<file path="config.mk">
export PLATFORM = sky130hd
export DESIGN_NAME = swhds_divider
export DESIGN_NICKNAME = d
export VERILOG_FILES = /design/src/rtl/swhds_pkg.sv /design/src/rtl/swhds_divider.sv
export SDC_FILE = /design/constraint.sdc
export NUM_CORES = 1
export LEC_CHECK = 0
export BUFFER_PORTS_ARGS = -buffer_cell sky130_fd_sc_hd__buf_2
export CAP_MARGIN = 20
export CORE_MARGIN = 10
export CORE_UTILIZATION = 26
export DETAILED_ROUTE_END_ITERATION = 8
export PLACE_DENSITY_LB_ADDON = 0.3
export SYNTH_ARGS = -nofsm -noshare
export SYNTH_HDL_FRONTEND = slang
export SYNTH_SLANG_ARGS = --single-unit
</file>
<file path="constraint.sdc">
create_clock -name clk -period 3.1 [get_ports clk]
set_input_delay 0.465 -clock clk [delete_from_list [all_inputs] [get_ports clk]]
set_output_delay 0.465 -clock clk [all_outputs]
set_load 0.05 [all_outputs]
</file>
<file path="src/rtl/swhds_pkg.sv">
// ---------------------------------------------------------------------------
// swhds_pkg
// shared constants for the sliding window histogram density score unit
// ---------------------------------------------------------------------------
`default_nettype none
package swhds_pkg;
    localparam int CNT_W = 9;
    localparam logic [8:0] COUNT_MAX = 9'd511;
    localparam logic signed [15:0] FLOOR_Q10 = -16'sd23578;
    localparam logic [15:0] LN2_Q16 = 16'd45426;
    localparam logic signed [21:0] SUM_MAX = 22'sd2097151;
    localparam logic signed [21:0] SUM_MIN = -22'sd2097152;
    localparam logic CMD_SAMPLE = 1'b0;
    localparam logic CMD_LOAD = 1'b1;
    localparam logic [0:0] REG_PROJ = 1'b0;
    localparam logic [0:0] REG_SLOTS = 1'b1;

    // ln(n) in Q10 for n in 1..511, table built at elaboration
    function automatic logic [12:0] ln_calc(input int n);
        int e;
        longint unsigned x;
        longint unsigned l2;
        int frac;
        e = 0;
        frac = 0;
        if (n == 0)
            return 13'd0;
        while ((n >> (e + 1)) != 0)
            e++;
        x = (longint'(n) << 16) >> e;
        for (int i = 1; i <= 16; i++)
        begin
            x = (x * x) >> 16;
            if (x >= (64'd2 << 16))
            begin
                x = x >> 1;
                frac = frac | (1 << (16 - i));
            end
        end
        l2 = (longint'(e) << 16) | longint'(frac);
        return 13'((l2 * 45426 + (64'd1 << 21)) >> 22);
    endfunction

    typedef logic [12:0] ln_tab_t [512];

    function automatic ln_tab_t ln_build();
        ln_tab_t t;
        for (int k = 0; k < 512; k++)
            t[k] = ln_calc(k);
        return t;
    endfunction

    localparam ln_tab_t LN_TAB = ln_build();
endpackage
`default_nettype wire

</file>
<file path="src/rtl/swhds_divider.sv">
// ---------------------------------------------------------------------------
// swhds_divider
// restoring signed divide of the 22-bit sum by the projection count
// ---------------------------------------------------------------------------
`default_nettype none
module swhds_divider
    import swhds_pkg::*;
(
    input  wire logic               clk,
    input  wire logic               rst_n,
    input  wire logic               start,
    input  wire logic signed [21:0] dividend,
    input  wire logic [8:0]         divisor,
    output logic                    done,
    output logic signed [15:0]      quotient
);
    logic [21:0] rem_reg, rem_next;
    logic [21:0] quo_reg, quo_next;
    logic [8:0]  dvs_reg;
    logic        neg_reg;
    logic [4:0]  step_reg, step_next;
    logic        busy_reg, busy_next;
    logic [22:0] trial;
    logic [21:0] shifted;
    logic signed [22:0] sq;

    // one quotient bit a cycle
    always_comb
    begin
        shifted   = {rem_reg[20:0], quo_reg[21]};
        trial     = {1'b0, shifted} - {14'd0, dvs_reg};
        rem_next  = rem_reg;
        quo_next  = quo_reg;
        step_next = step_reg;
        busy_next = busy_reg;
        if (busy_reg)
        begin
            if (!trial[22])
                rem_next = trial[21:0];
            else
                rem_next = shifted;
            quo_next  = {quo_reg[20:0], !trial[22]};
            step_next = step_reg - 5'd1;
            if (step_reg == 5'd0)
                busy_next = 1'b0;
        end
    end

    always_ff @(posedge clk or negedge rst_n)
    begin
        if (!rst_n)
        begin
            busy_reg <= 1'b0;
            done     <= 1'b0;
            step_reg <= 5'd0;
        end
        else
        begin
            done     <= busy_reg && (step_reg == 5'd0);
            busy_reg <= start ? 1'b1 : busy_next;
            step_reg <= start ? 5'd21 : step_next;
        end
    end

    always_ff @(posedge clk)
    begin
        if (start)
        begin
            rem_reg <= 22'd0;
            quo_reg <= dividend[21] ? 22'(-dividend) : dividend;
            dvs_reg <= divisor;
            neg_reg <= dividend[21];
        end
        else
        begin
            rem_reg <= rem_next;
            quo_reg <= quo_next;
        end
    end

    // sign and saturate
    always_comb
    begin
        sq = neg_reg ? -$signed({1'b0, quo_reg}) : $signed({1'b0, quo_reg});
        if (sq > 23'sd32767)
            quotient = 16'sd32767;
        else if (sq < -23'sd32768)
            quotient = -16'sd32768;
        else
            quotient = sq[15:0];
    end
endmodule
`default_nettype wire

</file>
==> impl_metrics.csv <==
group,metric,value,unit
yosys,synth_largest_area_cell,"sky130_fd_sc_hd__edfxtp_1",
yosys,synth.top_cells.by_area,"sky130_fd_sc_hd__edfxtp_1, sky130_fd_sc_hd__dfxtp_1, sky130_fd_sc_hd__xor2_1",
detailed_routing,drt-total-wl,11570,um
yosys,seq_area_frac_synth,37.27,%
power_and_ir_drop,vdd_drop_max,439.5,uV
yosys,yosys_register_bits,60,
critical_path,r2r_start,"quo_reg[21]",
clocking,cts_tree,"done",
min_path,hold_path_depth,1,
clocking,cts_bufs_inserted,9,
placed_design,place_ws,-0.4492,ns
floorplanning,chipHeight,146.7,um
floorplanning,initial_core_util,26.39,%
critical_path,ff2ff_path_depth,11,
yosys,yosys_warnings,0,
timing,grt_setup_unrepaired,"yes",
clocking,clk-insertion-delay-late,0.33,ns
finish,largest_reg_flops,22,
critical_path,crit_path_end,"quotient[1]",
timing,final_hold_viol_count,0,
grt,antenna_violations_before_repair,0,
clocking,worst_setup_hold_path_clk_slew,0.05,ns
floorplanning,fp.dieArea,21530,um^2
critical_path,cpPeakStageDelay,0.56,ns
power_and_ir_drop,post-layout-total-power,3.872,mW
critical_path,timing.critical_path.cells,"inv_2 -> ha_4 -> or4b_4 -> or4_4 -> nor4_4 -> o21ai_1 -> a2111o_1 -> and2_4 -> o21ai_4 -> buf_6",
yosys,synth.avg_cell_area,8.665,um^2
finish,fin_nets,626,
power_and_ir_drop,power_density,679.3,nW/um^2
detailed_routing,num_vias,3905,
critical_path,path_buf_inv,2,
power_and_ir_drop,power.switching_fraction,36.23,%
yosys,synth_largest_type_area_fraction,23.01,%
yosys,post_synth_instance_area,4177,um^2
critical_path,regToRegSetupSlack,0.17,ns
power_and_ir_drop,internal_power,2.469,mW
detailed_routing,detail_route.drc_violations,0,
grt,globalRoute.totalOverflow,0,
floorplanning,rows,46,
clocking,ctsLongestPathBuffers,2,
critical_path,setup.worst_path.end_class,"primary output",
critical_path,timing.critical_path.required,2.63,ns
critical_path,worstSetupStartpointType,"flop",
grt,global_route_wire_length_before_repair,18990,um
floorplanning,placeableCoreArea,15830,um^2
critical_path,critical_path.startpoint,"quo_reg[0]",
timing,final_critical_path_setup_slack,-0.5963,ns
detailed_routing,first_iter_violations,179,
timing,worst_margin_pin_slew,0.7463,ns
finish,syn2layout_area_growth,36.46,%
min_path,hp-start,"divisor[5]",
timing,final_max_slew_viol_count,0,
placed_design,numPlacedInstances,778,
floorplanning,die_width,146.7,um
run_status,outcome,"finished with violations",
finish,most_frequent_standard_cell_in_the_layout_excluding_fill_and_tap_cells,"sky130_fd_sc_hd__nor2_1",
timing,max_slew_margin,50.25,%
clocking,ctsHtreeMaxLevel,3,
placed_design,io_buffers,50,
yosys,yosys_most_used_dff,"sky130_fd_sc_hd__edfxtp_1",
yosys,synth-async-reset-ratio,11.67,%
finish,leading_cell_types_in_the_layout_fill_and_taps_excluded,"sky130_fd_sc_hd__nor2_1, sky130_fd_sc_hd__buf_4, sky130_fd_sc_hd__buf_2",
critical_path,cp_slowest_cell,"sky130_fd_sc_hd__or4_4",
grt,grt_pass1_vias,3950,
detailed_routing,postRouteAntennaNets,0,
timing,setup_violations_final,15,
finish,final-instance-count-excl-fill,799,
timing,finalClockSkew,0.007549,ns
detailed_routing,drt_first_pass_iters,4,
yosys,syn_nets,530,
power_and_ir_drop,seq_power_share,30.6,%
critical_path,critical-path-top-delay-family,"simple AND/OR/NAND/NOR gates",
placed_design,routabilityCongestion,0.8789,
timing,post-route-min-period,3.696,ns
critical_path,worstReg2RegEnd,"rem_reg[19]",
timing,setup_total_negative_slack,-8.214,ns
floorplanning,pin_count,51,
timing,max_clock_freq,270.5,MHz
run,number_of_max_cap_violations,0,
power_and_ir_drop,power.share.clock,26.5,%
finish,post-route-util,36.01,%
finish,antenna_cells_inserted,0,
min_path,hold_removal_path_class,"primary input to flop",
detailed_routing,post_drt_wl_per_cell,14.48,um
grt,grt_usage,10.57,%
clocking,clockRootBuffer,"sky130_fd_sc_hd__clkbuf_16",
run_status,violations_in_the_final_reports,"setup timing",
critical_path,criticalPathCategory,"flop to primary output",
detailed_routing,routed_via_density,4.887,
critical_path,cp_data_arrival_time,3.23,ns
power_and_ir_drop,power_frac_comb,42.9,%
power_and_ir_drop,total_switching_power,1.403,mW
grt,maximum_number_of_pins_on_one_net_before_global_route_repair,47,
finish,drive_gt1_share,29.50,%
clocking,cts_num_sinks,60,
power_and_ir_drop,leakage,2.306,nW
yosys,synth_cells,482,
timing,post-route-period-util,119.2,%
critical_path,cp_max_fo,8,
yosys,yosysUniqueCellTypes,57,
placed_design,place_hpwl,8781,um
yosys,synth-edff-count,32,
critical_path,worst-path-stages,10,
-- repair_timing --
item / in CTS / in global routing
hold buffers: 1 / 0
endpoints found under the setup margin: 15 / 20
resized for setup: 42 / 11
setup buffers: 2 / 3
pin swaps: 3 / 2
hold endpoints to repair: 7 / 0
-- per-layer routing --
metal / wire length (um) / track usage (%)
met1: 5215 / 12.66
met2: 5621 / 17.62
met3: 520 / 2.856
met4: 214 / 4.154
met5: 0 / 0
-- how the worst min path moves through the flow --
stage	end	slack (ns)
5_1_grt	dvs_reg[5]	0.29
2_1_floorplan	busy_reg	0.17
6_report	dvs_reg[5]	0.31
4_1_cts	dvs_reg[5]	0.29
3_3_place_gp	busy_reg	0.31
3_5_place_dp	busy_reg	0.31
-- stage by stage --
step                area (um^2)  hold WS (ns)
CTS                        5619        0.2907
floorplan                  4318        0.1694
finish                     5699        0.3051
detailed placement         5166        0.3072
global placement           5166        0.3083
global route               5699        0.2916
-- cells in the mapped netlist, types with 5 or more instances --
master and number:
sky130_fd_sc_hd__nor2b_1 6, sky130_fd_sc_hd__ha_1 13, sky130_fd_sc_hd__o31ai_1 12, sky130_fd_sc_hd__nor2_1 68, sky130_fd_sc_hd__edfxtp_1 32, sky130_fd_sc_hd__xnor2_1 12
sky130_fd_sc_hd__dfrtp_1 7, sky130_fd_sc_hd__nand2_1 33, sky130_fd_sc_hd__a21oi_1 26, sky130_fd_sc_hd__or3_1 15, sky130_fd_sc_hd__or4_1 7, sky130_fd_sc_hd__a21o_1 7
sky130_fd_sc_hd__o21ai_0 26, sky130_fd_sc_hd__o21ai_1 8, sky130_fd_sc_hd__a311oi_1 14, sky130_fd_sc_hd__nor4_1 8, sky130_fd_sc_hd__xor2_1 33, sky130_fd_sc_hd__nor3_1 14
sky130_fd_sc_hd__o21a_1 6, sky130_fd_sc_hd__nand3_1 8, sky130_fd_sc_hd__a211oi_1 7, sky130_fd_sc_hd__dfxtp_1 21, sky130_fd_sc_hd__or4_4 5, sky130_fd_sc_hd__inv_1 22
sky130_fd_sc_hd__clkbuf_1 17
-- cell type report --
cell class | count | area [um^2]
clock buffer | 13 | 260.3
clock inverter | 3 | 45.04
fill | 1626 | 10130
inverter | 22 | 82.58
multi-input combinational | 378 | 2678
sequential | 60 | 1556
tap | 216 | 270.3
timing repair buffer | 107 | 807.0
-- power by group through the flow --
stage               logic [mW]  clock network, mW  registers [mW]
finish                    1.66               1.03            1.19
global route              1.86               1.09            1.21
CTS                       1.62               1.06            1.18
detailed placement        1.56                  0            1.20
global placement          1.53                  0            1.19
floorplan                 1.13                  0            1.17
-- logic make-up after synthesis --
kind of cell    share of synthesized area [%]
fa+ha+maj                               4.374
simple gates                            22.62
compound gates                          20.04
buf+inv                                 4.224
mux                                     2.037
xor+xnor                                9.437
flops                                   37.27
-- worst register-to-register path, cell delays in order (launching register included) --
cell and delay (ns):
sky130_fd_sc_hd__edfxtp_1 0.35, sky130_fd_sc_hd__inv_1 0.07, sky130_fd_sc_hd__ha_1 0.23, sky130_fd_sc_hd__fa_1 0.42, sky130_fd_sc_hd__nor2b_2 0.15, sky130_fd_sc_hd__o31a_1 0.15, sky130_fd_sc_hd__o211a_1 0.19, sky130_fd_sc_hd__o21ai_0 0.11
sky130_fd_sc_hd__a2111o_1 0.43, sky130_fd_sc_hd__buf_4 0.18, sky130_fd_sc_hd__or3_1 0.32, sky130_fd_sc_hd__a311oi_2 0.24
(Power assumes the default switching activity.)
